**config.mk**
```make
export PLATFORM = sky130hd
export DESIGN_NAME = lis_ctrl
export DESIGN_NICKNAME = d
export VERILOG_FILES = /design/src/rtl/assert_macros.svh /design/src/rtl/lis_pkg.sv /design/src/rtl/lis_ctrl.sv
export SDC_FILE = /design/constraint.sdc
export NUM_CORES = 1
export LEC_CHECK = 0
export BUFFER_PORTS_ARGS = -buffer_cell sky130_fd_sc_hd__buf_2
export CAP_MARGIN = 0
export CORE_AREA = 2 2 39 41
export DETAILED_ROUTE_END_ITERATION = 8
export DIE_AREA = 0 0 41 43
export REMOVE_ABC_BUFFERS = 1
export SETUP_SLACK_MARGIN = 0.1
export SLEW_MARGIN = 40
export SYNTH_ARGS = -nofsm -noshare
export SYNTH_HDL_FRONTEND = slang
export SYNTH_SLANG_ARGS = --single-unit
```
**constraint.sdc**
```tcl
create_clock -name clk -period 2.6 [get_ports clk]
set_input_delay 0.13 -clock clk [delete_from_list [all_inputs] [get_ports clk]]
set_output_delay 0.13 -clock clk [all_outputs]
set_load 0.1 [all_outputs]
```
**src/rtl/assert_macros.svh**
```systemverilog
// Assertion macros used by the datapath module of the LIS length tracker.
`ifndef ASSERT_MACROS_SVH
`define ASSERT_MACROS_SVH

// Check a condition at every rising clock edge outside reset.
`define ASSERT_ALWAYS(lbl, cond, msg) \
  lbl: assert property (@(posedge clk) disable iff (rst) (cond)) else $error(msg);

// Check that an antecedent implies a consequent in the same cycle.
`define ASSERT_IMPLIES(lbl, ante, cons, msg) \
  lbl: assert property (@(posedge clk) disable iff (rst) (ante) |-> (cons)) else $error(msg);

`endif

```
**src/rtl/lis_pkg.sv**
```systemverilog
// Package of types and constants for the LIS length tracker.
`default_nettype none

package lis_pkg;

  localparam int MAX_LEN_DEF    = 1024;
  localparam int DATA_WIDTH_DEF = 32;
  localparam int VALUE_W        = 32;
  localparam int LEN_W          = 11;

  // Input transaction payload.
  typedef struct packed {
    logic signed [VALUE_W-1:0] value;
    logic                      last;
  } item_t;

  // Result transaction payload.
  typedef struct packed {
    logic [LEN_W-1:0] length;
    logic             final_res;
    logic             overflow;
  } res_t;

  // Commands from the controller to the datapath.
  typedef struct packed {
    logic start;
    logic step;
    logic update;
  } cmd_t;

  // Status from the datapath to the controller.
  typedef struct packed {
    logic more;
    logic out_stall;
  } stat_t;

endpackage

`default_nettype wire

```
**src/rtl/lis_ctrl.sv**
```systemverilog
// Controller state machine of the LIS length tracker.
`default_nettype none

module lis_ctrl (
  input  logic          clk,
  input  logic          rst,
  input  logic          item_valid,
  output logic          item_ready,
  input  lis_pkg::stat_t stat,
  output lis_pkg::cmd_t  cmd
);
  import lis_pkg::*;

  typedef enum logic [2:0] {
    ST_IDLE   = 3'b001,
    ST_SEARCH = 3'b010,
    ST_UPDATE = 3'b100
  } state_t;

  state_t state;
  state_t state_next;

  // Decode commands and the next state.
  always_comb begin
    state_next = state;
    cmd        = '0;
    item_ready = 1'b0;
    case (state)
      ST_IDLE: begin
        item_ready = 1'b1;
        if (item_valid) begin
          cmd.start  = 1'b1;
          state_next = stat.more ? ST_SEARCH : ST_UPDATE;
        end
      end
      ST_SEARCH: begin
        cmd.step = 1'b1;
        if (!stat.more) begin
          state_next = ST_UPDATE;
        end
      end
      ST_UPDATE: begin
        if (!stat.out_stall) begin
          cmd.update = 1'b1;
          state_next = ST_IDLE;
        end
      end
      default: begin
        state_next = ST_IDLE;
      end
    endcase
  end

  // Advance the state.
  always_ff @(posedge clk) begin
    if (rst) begin
      state <= ST_IDLE;
    end else begin
      state <= state_next;
    end
  end

endmodule

`default_nettype wire

```
* Word level (Yosys, flattened, before mapping)
Cells that the tools add are included.
Word-level totals: register bits 3, latch bits 0, bits in writable memories 0, ROM bits 0, input port bits 5, output and inout port bits 4, word-level logic and storage cells 19, memories kept 0
Cells by class: add/subtract/negate cells 0, multipliers 0, div/mod/pow operators 0, $lt $le $gt $ge 0, equal/unequal tests 6, shift-type cells 0, multiplexer cells 11, bitwise logic cells 0, reductions and logical operators 1
Operators with widths (count):
- 2-to-1 mux 3 bit | 4
- one-hot mux 3 bit (3 select lines) | 1
- 2-to-1 mux 1 bit | 6
- != test 2 bit (second input constant) | 3
- equality test 3 x 1 -> 1 bit (second input constant) | 1
- equality test 3 x 2 -> 1 bit (second input constant) | 1
- equality test 3 bit (second input constant) | 1
- AND reduction 3 bit | 1

* Logic depth before layout (Yosys ltp)
Gate-level depths: netlist of run 1.
depth after elaboration 3, gate-level depth with buffers 3

* Worst setup path before layout of run 1
Ideal clock, no wire load.
path type register -> output, start point register state[2], end point output cmd[0] in the netlist's numbering, arrival 3.540 ns, required time 2.470 ns, path slack -1.070 ns, stages on the path, launching flop included 2, path buffers 0, cells stage by stage dfxtp_1 -> nor4b_1
RTL lines:
- from (decl) | RTL line lis_ctrl.sv:20 | state_t state;
- from (signal assigned) | RTL line lis_ctrl.sv:59 | state <= state_next;
- to (decl) | RTL line lis_ctrl.sv:10 | output lis_pkg::cmd_t cmd

==> results.sh, run 1 <==
export IMPL_status="finished, final reports clean"
export IMPL_final_setup_skew_ns=0.000909
export IMPL_fp_row_count=14
export IMPL_overflow=0
export IMPL_path_clk_slew_ns=0.04
export IMPL_wirelength_um=385
export IMPL_syn_area_per_cell_um2=9.64
export IMPL_power_density_nw_per_um2=729
export IMPL_cts_made_buffers=3
export IMPL_die_height_um=43
export IMPL_largest_registers="state x3"
export IMPL_yosysWarnings=0
export IMPL_yosys_cell_types_count=14
export IMPL_post_drt_wl_per_cell_um=8.56
export IMPL_initialDrtViolationCount=3
export IMPL_first_pass_iters=2
export IMPL_track_usage_pct=5.91
export IMPL_drc_errors=0
export IMPL_largest_reg_flops=3
export IMPL_hold_class="in -> reg"
export IMPL_diodes=0
export IMPL_postRouteAntennaNets=0
export IMPL_rsz0062_at_grt="false"
export IMPL_grt_max_degree=8
export IMPL_max_cap_viol_count=0
export IMPL_dp_hpwl_um=316
export IMPL_drv_slew=0
export IMPL_yosysSeqAreaShare_pct=36.6
export IMPL_dieArea_um2=1760
export IMPL_cts_root_buf="clkbuf_4"
export IMPL_instances_no_fill=45
export IMPL_worst_pin_slew_ns=0.487
export IMPL_gp_congestion=0.608
export IMPL_crit_type="reg -> out"
export IMPL_cp_end_kind="output port"
export IMPL_grt_pass1_wl_um=648
export IMPL_die_w_um=41
export IMPL_period_needed_ns=1.50
export IMPL_fmax_mhz=666
export IMPL_cp_slowest_cell="buf_2"
export IMPL_cts_tree="done"
export IMPL_numPortBuffers=8
export IMPL_drive_gt1_share_pct=44.8
export IMPL_htree_levels=1
export IMPL_start_util_pct=11.8
export IMPL_crit_family="buffers and inverters"
export IMPL_critical_path_peak_fanout=7
export IMPL_cts_sinks=3
export IMPL_hold_viol=0
export IMPL_cts_repair_resize_count=0
export IMPL_max_stage_delay_ns=0.47
export IMPL_clock_path_buffers=2
export IMPL_worstSetupStartpointType="flip-flop"
export IMPL_setup_viol=0
export IMPL_fin_nets=35
export IMPL_core_um2=1380
export IMPL_vias=178
export IMPL_max_slew_margin_pct=67.8
export IMPL_dp_cells=41
export IMPL_layout_commonest_cell="buf_2"
export IMPL_grt_pass1_vias=176
export IMPL_synth_area_um2=164
export IMPL_syn_inst=17
export IMPL_cts_hold_buf=0
export IMPL_avgViaCountPerCell=3.96
export IMPL_pre_cts_slack_ns=1.33
export IMPL_setup_ws_ns=1.10
export IMPL_final_cell_mix="buf_2 (8), clkbuf_4 (3), dfxtp_1 (3)"
export IMPL_cp_data_arrival_time_ns=1.37
export IMPL_fillers=154
export IMPL_grt_antenna_before_repair=0
export IMPL_ir_drop_uv=131
export IMPL_total_leakage_power_nw=0.113
export IMPL_regMostFlops="state"
export IMPL_post_cts_buffers=0
export IMPL_min_period_over_period_pct=57.8
export IMPL_syn_to_final_growth_pct=52.7
export IMPL_crit_chain="nor4b_1, buf_2"
export IMPL_ys_ff_latch=3
export IMPL_io_pins=9
export IMPL_crit_buf_inv=1
export IMPL_cp_required_ns=2.47
export IMPL_clock_latency_ns=0.23
metrics by stage:
step	instance area (µm²)	utilization, %	TNS [ns]	total power, mW	hold slack, ns
after global placement	224	16.2	0	0.103	0.353
after global routing	250	18.1	0	0.192	0.139
after CTS	250	18.1	0	0.187	0.118
after detailed placement	224	16.2	0	0.103	0.363
final	250	18.1	0	0.183	0.124
after floorplan	164	-	-1.07	0.0935	0.204
path summary, 6_finish.rpt:
check	start	end	slack, ns	cells after the start
worst max-delay path	state[2]$_SDFFE_PP0P_	cmd[0]	1.10	2
worst min-delay path	rst	state[1]$_SDFFE_PP0P_	0.12	2
worst max register to register	state[1]$_SDFFE_PP0P_	state[2]$_SDFFE_PP0P_	1.57	3
worst min register to register	state[2]$_SDFFE_PP0P_	state[1]$_SDFFE_PP0P_	0.57	1
power by group:
part           switching (mW)  leakage [nW]  total, mW  internal [mW]
Combinational          0.0377        0.0738     0.0491         0.0114
Clock                  0.0228        0.0150     0.0802         0.0574
Sequential            0.00409        0.0246     0.0531         0.0490
Total                  0.0646         0.113      0.183          0.118
kinds of logic after synthesis:
kind of cell | after synthesis | share of synthesized area, %
compound gates | 3 | 11.5
buf+inv | 1 | 2.29
flops | 3 | 36.6
simple gates | 10 | 49.6
synth_stat cells:
| master | number | area, µm² |
|---|---|---|
| nor2_1 | 2 | 7.51 |
| nor3b_2 | 1 | 12.5 |
| dfxtp_1 | 3 | 60.1 |
| nor4b_2 | 1 | 15.0 |
| and4bb_1 | 1 | 12.5 |
| nand3_1 | 1 | 5.00 |
| a21oi_1 | 1 | 5.00 |
| nor4b_1 | 1 | 8.76 |
| a21o_1 | 1 | 7.51 |
| and3b_1 | 1 | 8.76 |
| o22ai_1 | 1 | 6.26 |
| nor3_1 | 1 | 5.00 |
| inv_1 | 1 | 3.75 |
| or3_1 | 1 | 6.26 |
metal layers:
| metal | GRT usage (%) | vias to the layer above | wire [µm] |
|---|---|---|---|
| met5 | 0 | - | 0 |
| met4 | 6.00 | 0 | 0 |
| met3 | 3.14 | 0 | 47 |
| met2 | 7.19 | 7 | 175 |
| met1 | 6.71 | 80 | 161 |
| li1 | - | 91 | - |
cell type report:
cell class | count | area, µm² | share of cell area (%)
multi-input combinational | 13 | 100 | 40.0
timing repair buffer | 8 | 40.0 | 16.0
tap | 16 | 20.0 | 8.00
clock buffer | 4 | 26.3 | 10.5
sequential | 3 | 60.1 | 24.0
inverter | 1 | 3.75 | 1.50
No activity file was read; power rests on OpenSTA's default activity.
==> inputs of run 2 (changes only) <==
ABC_AREA = 1   (was not set)
clock period = 1.3 ns   (was 2.6 ns; I/O delays follow)
==> run 2 against run 1 <==
Compared with the run above: global-route usage is 1.7 points higher; first-iteration DRC count is 130% higher; wire length is 50% higher; via count is 44% higher; largest cell class unchanged.
==> results.sh, run 2 <==
export IMPL_status="finished, final reports clean"
export IMPL_reg2reg_from="state[1]$_SDFFE_PP0P_"
export IMPL_hp_start="stat[1]"
export IMPL_htree_levels=1
export IMPL_die_height_um=43
export IMPL_fin_util_pct=30.5
export IMPL_cp_slowest_cell="dfxtp_4"
export IMPL_max_slew_margin_pct=86.7
export IMPL_worstSetupStartpointType="flip-flop"
export IMPL_power_density_nw_per_um2=2120
export IMPL_setup_viol=0
export IMPL_hold_viol=0
export IMPL_grt_pass1_wl_um=890
export IMPL_syn_area_per_cell_um2=6.14
export IMPL_cts_tree="done"
export IMPL_worst_pin_slew_ns=0.198
export IMPL_track_usage_pct=7.63
export IMPL_syn_to_final_growth_pct=115
export IMPL_crit_buf_inv=2
export IMPL_gp_congestion=0.806
export IMPL_total_leakage_power_nw=0.203
export IMPL_core_um2=1380
export IMPL_diodes=0
export IMPL_avgViaCountPerCell=3.95
export IMPL_drv_slew=0
export IMPL_fin_nets=55
export IMPL_fmax_mhz=839
export IMPL_synth_flop_cell="dfxtp_1"
export IMPL_fillers=148
export IMPL_cp_required_ns=1.24
export IMPL_cts_root_buf="clkbuf_4"
export IMPL_r2r_end="state[2]$_SDFFE_PP0P_"
export IMPL_layout_commonest_cell="nor2_1"
export IMPL_ff2ff_path_depth=6
export IMPL_crit_type="reg -> out"
export IMPL_ys_ff_latch=3
export IMPL_synth_area_um2=196
export IMPL_critical_path_peak_fanout=4
export IMPL_overflow=0
export IMPL_die_w_um=41
export IMPL_cp_end_kind="output port"
export IMPL_syn_inst=32
export IMPL_wirelength_um=576
export IMPL_period_needed_ns=1.19
export IMPL_ys_top_cells_by_count="nor2_1 (8), inv_1 (5), dfxtp_1 (3), nand2_1 (3), nand3_1 (3)"
export IMPL_dp_hpwl_um=395
export IMPL_cp_data_arrival_time_ns=1.13
export IMPL_dieArea_um2=1760
export IMPL_grt_util_met2_pct=12.8
export IMPL_regMostFlops="state"
export IMPL_clock_path_buffers=2
export IMPL_synth_most_common_cell="nor2_1"
export IMPL_drc_errors=0
export IMPL_top_usage_layer="met2"
export IMPL_async_flop_share_pct=0
export IMPL_use_met3_pct=2.09
export IMPL_post_drt_wl_per_cell_um=8.86
export IMPL_crit_family="flip-flops"
export IMPL_hold_end="state[2]$_SDFFE_PP0P_"
export IMPL_hold_class="in -> reg"
export IMPL_numPortBuffers=8
export IMPL_vias=257
export IMPL_max_stage_delay_ns=0.35
export IMPL_fin_total_pwr_mw=0.896
export IMPL_ys_top_cells_by_area="dfxtp_1 (31%), nor2_1 (15%), inv_1 (9.6%)"
export IMPL_largest_registers="state x3"
export IMPL_crit_chain="nor4_4, buf_4, buf_12"
export IMPL_io_pins=9
export IMPL_ir_drop_uv=878
export IMPL_cts_sinks=3
export IMPL_rsz0062_at_grt="true"
export IMPL_gr_usage_met1_pct=7.07
export IMPL_postRouteAntennaNets=0
export IMPL_yosysWarnings=0
export IMPL_path_clk_slew_ns=0.04
export IMPL_max_cap_viol_count=0
export IMPL_cts_made_buffers=3
export IMPL_synth_top_area_cell="dfxtp_1"
export IMPL_final_cell_mix="nor2_1 (6), inv_1 (5), buf_2 (4), buf_12 (4), buf_4 (4)"
export IMPL_yosysSeqAreaShare_pct=30.6
export IMPL_grt_max_degree=6
export IMPL_synth_edf_count=0
export IMPL_ff2ff_setup_slack_ns=0.19
export IMPL_yosys_cell_types_count=13
export IMPL_clock_latency_ns=0.23
export IMPL_largest_reg_flops=3
export IMPL_synth_top_area_share_pct=30.6
export IMPL_start_util_pct=14.2
export IMPL_drive_gt1_share_pct=57.1
export IMPL_first_pass_iters=4
export IMPL_grt_antenna_before_repair=0
export IMPL_final_setup_skew_ns=0.00141
export IMPL_min_period_over_period_pct=91.7
export IMPL_holdPathStages=4
export IMPL_grt_pass1_vias=264
export IMPL_fp_row_count=14
export IMPL_initialDrtViolationCount=7
[run 2: cells by family (layout without fill, tap and decap cells)]
group,count (synthesis),after routing,synth area share [%]
AOI/OAI and AO/OA,3,3,9.56
buffers and inverters,7,24,13.4
DFF,3,3,30.6
and+or+nand+nor,19,19,46.5
[run 2: area by class of cell]
cell class	instances	area, µm²	share of cell area (%)
Multi-Input combinational cell	22	143	33.8
Timing Repair Buffer	13	140	33.2
Sequential cell	3	66.3	15.7
Clock buffer	4	26.3	6.23
Inverter	7	26.3	6.23
Tap cell	16	20.0	4.75
[run 2: through the flow]
step	instances	instance area, µm²	setup slack (ns)	TNS, ns	hold slack (ns)
4_1_cts	63	383	0.0742	0	0.143
3_5_place_dp	57	324	0.256	0	0.246
3_3_place_gp	57	324	0.267	0	0.248
6_report	65	422	0.108	0	0.147
2_1_floorplan	32	196	-2.04	-2.61	0.137
5_1_grt	65	422	0.0504	0	0.174
[run 2: worst reg2reg max path: stages, from the launching register on]
cell and delay (ns):
dfxtp_2 0.35, nor2_4 0.12, nand2_2 0.09, buf_4 0.15, o21ai_0 0.19, nor2_1 0.07
nor2_1 0.08
[run 2: how the worst max path moves through the flow]
stage / start / to / slack (ns) / cells after the start
3_3_place_gp: state[1]$_SDFFE_PP0P_ / cmd[2] / 0.27 / 4
3_5_place_dp: state[2]$_SDFFE_PP0P_ / cmd[0] / 0.26 / 4
6_report: state[0]$_SDFFE_PP1P_ / cmd[0] / 0.11 / 3
5_1_grt: state[2]$_SDFFE_PP0P_ / cmd[0] / 0.05 / 4
4_1_cts: state[1]$_SDFFE_PP0P_ / cmd[0] / 0.07 / 3
2_1_floorplan: state[1]$_SDFFE_PP0P_ / cmd[0] / -2.04 / 1
[run 2: what timing repair did]
| item | 4_1_cts | 5_1_grt |
|---|---|---|
| buffers inserted | 1 | 2 |
| endpoints found under the hold margin | 1 | 0 |
| hold buffers | 1 | 0 |
| setup endpoints to repair | 2 | 3 |
| resized for setup | 6 | 5 |
| pin swaps | 3 | 2 |
[run 2: layer usage]
metal / part of all wire [%] / wire (µm)
met1: 38 / 219
met2: 55 / 317
met3: 5.2 / 30
met4: 1.2 / 7
met5: 0 / 0
[run 2: power breakdown]
| part | internal [mW] | switching, mW |
|---|---|---|
| sequential | 0.124 | 0.0369 |
| combinational | 0.215 | 0.356 |
| clock | 0.115 | 0.0478 |
==> inputs of run 3 (changes only) <==
ABC_AREA = not set   (was 1)
==> run 3 against run 2 <==
Compared with the run above: sequential power fell by 33%; power is 54% lower; sequential share of layout area increased by 3.4 points; critical path depth did not move; design area fell by 15%; worst setup slack worse by 0.025 ns; via count is 28% lower; first-iteration DRC count fell by 100%; sequential cell count did not move; register-to-register slack worse by 0.03 ns; clock power about the same; critical endpoint unchanged; wire length is 26% lower.
==> results.sh, run 3 (same netlist as run 1, synthesis figures left out) <==
export IMPL_clock_latency_ns=0.23
export IMPL_cp_data_arrival_time_ns=1.15
export IMPL_ff2ff_setup_slack_ns=0.16
export IMPL_fillers=152
export IMPL_dieArea_um2=1760
export IMPL_track_usage_pct=6.41
export IMPL_clock_path_buffers=2
export IMPL_cts_hold_buf=0
export IMPL_setup_ws_ns=0.0822
export IMPL_drc_errors=0
export IMPL_fp_row_count=14
export IMPL_avgViaCountPerCell=3.88
export IMPL_fin_nets=38
export IMPL_pre_cts_slack_ns=0.218
export IMPL_htree_levels=1
export IMPL_hold_class="in -> reg"
export IMPL_status="finished, final reports clean"
export IMPL_io_pins=9
export IMPL_period_needed_ns=1.22
export IMPL_overflow=0
export IMPL_reg2reg_from="state[2]$_SDFFE_PP0P_"
export IMPL_cts_made_buffers=3
export IMPL_setup_viol=0
export IMPL_cp_required_ns=1.24
export IMPL_first_pass_iters=1
export IMPL_die_height_um=43
export IMPL_final_cell_mix="buf_2 (4), buf_12 (4), clkbuf_4 (3), buf_4 (3)"
export IMPL_gp_congestion=0.596
export IMPL_ir_drop_uv=324
export IMPL_post_drt_wl_per_cell_um=8.85
export IMPL_critical_path_peak_fanout=6
export IMPL_diodes=0
export IMPL_grt_pass1_wl_um=683
export IMPL_rsz0062_at_grt="true"
export IMPL_regMostFlops="state"
export IMPL_postRouteAntennaNets=0
export IMPL_drive_gt1_share_pct=68.8
export IMPL_initialDrtViolationCount=0
export IMPL_grt_antenna_before_repair=0
export IMPL_numPortBuffers=8
export IMPL_wirelength_um=425
export IMPL_holdPathStages=2
export IMPL_ff2ff_path_depth=4
export IMPL_largest_registers="state x3"
export IMPL_worst_pin_slew_ns=0.233
export IMPL_max_slew_margin_pct=84.4
export IMPL_core_um2=1380
export IMPL_hold_viol=0
export IMPL_min_period_over_period_pct=93.7
export IMPL_fin_util_pct=25.9
export IMPL_cts_root_buf="clkbuf_4"
export IMPL_vias=186
export IMPL_cts_tree="done"
export IMPL_syn_to_final_growth_pct=119
export IMPL_power_density_nw_per_um2=1140
export IMPL_final_setup_skew_ns=0.00422
export IMPL_grt_pass1_vias=185
export IMPL_start_util_pct=11.8
export IMPL_grt_max_degree=8
export IMPL_fmax_mhz=821
export IMPL_max_cap_viol_count=0
export IMPL_whs_ns=0.0413
export IMPL_die_w_um=41
export IMPL_crit_type="reg -> out"
export IMPL_cts_sinks=3
export IMPL_worstSetupStartpointType="flip-flop"
export IMPL_cp_end_kind="output port"
export IMPL_path_clk_slew_ns=0.04
export IMPL_total_leakage_power_nw=0.148
export IMPL_drv_slew=0
export IMPL_worstSetupEndpoint="cmd[0]"
export IMPL_cp_startpoint="state[0]$_SDFFE_PP1P_"
export IMPL_r2r_end="state[0]$_SDFFE_PP1P_"
export IMPL_largest_reg_flops=3
## run 3: cell count changes in the layout (fill, tap and decap cells not counted), sizes merged, moves of 2 or more
cell   delta
nor4b     +2
inv       -6
nand3     -3
nor2      -7
nand2     -5
## run 3: cell type report
type | count | area, µm² | area share [%]
clock buffers | 4 | 26.3 | 7.32
inverters | 1 | 3.75 | 1.05
flip-flops and latches | 3 | 68.8 | 19.2
multi-input cells | 13 | 118 | 32.8
well taps | 16 | 20.0 | 5.57
repair buffers | 11 | 123 | 34.1
## run 3: repair_timing
action | in CTS | in global routing
pin swaps | 1 | 2
endpoints found under the setup margin | 4 | 4
setup buffers | 1 | 1
gates resized for setup | 2 | 7
gates cloned | 0 | 0
## run 3: worst min path at each step
stage,end,start,slack [ns]
final,state[1]$_SDFFE_PP0P_,rst,0.04
after global routing,state[1]$_SDFFE_PP0P_,rst,0.05
after CTS,state[1]$_SDFFE_PP0P_,rst,0.04
after detailed placement,state[1]$_SDFFE_PP0P_,rst,0.29
after global placement,state[1]$_SDFFE_PP0P_,rst,0.29
after floorplan,state[1]$_SDFFE_PP0P_,rst,0.14
## run 3: per-stage QoR
stage | power, mW | cell area (µm²) | TNS, ns | std cells
6_report | 0.410 | 359 | 0 | 48
5_1_grt | 0.435 | 359 | 0 | 48
4_1_cts | 0.415 | 328 | 0 | 47
3_5_place_dp | 0.236 | 292 | 0 | 42
3_3_place_gp | 0.235 | 292 | 0 | 42
2_1_floorplan | 0.187 | 164 | -4.75 | 17
## run 3: power by group
group	internal [mW]	switching (mW)
Sequential	0.0973	0.0107
Combinational	0.0559	0.0828
Clock	0.115	0.0486
## run 3: per-layer routing
| layer | global-route usage [%] | routed length, µm | share of wire [%] | vias up |
|---|---|---|---|---|
| li1 | - | - | - | 96 |
| met1 | 6.71 | 179 | 42 | 83 |
| met2 | 7.81 | 210 | 49 | 7 |
| met3 | 1.57 | 35 | 8.2 | 0 |
| met4 | 10.0 | 0 | 0 | 0 |
| met5 | 0 | 0 | 0 | - |
## run 3: worst max-delay path, stage by stage, from the launching register on
cell,delay (ns)
dfxtp_4,0.36
nor4b_2,0.24
buf_4,0.15
buf_12,0.16
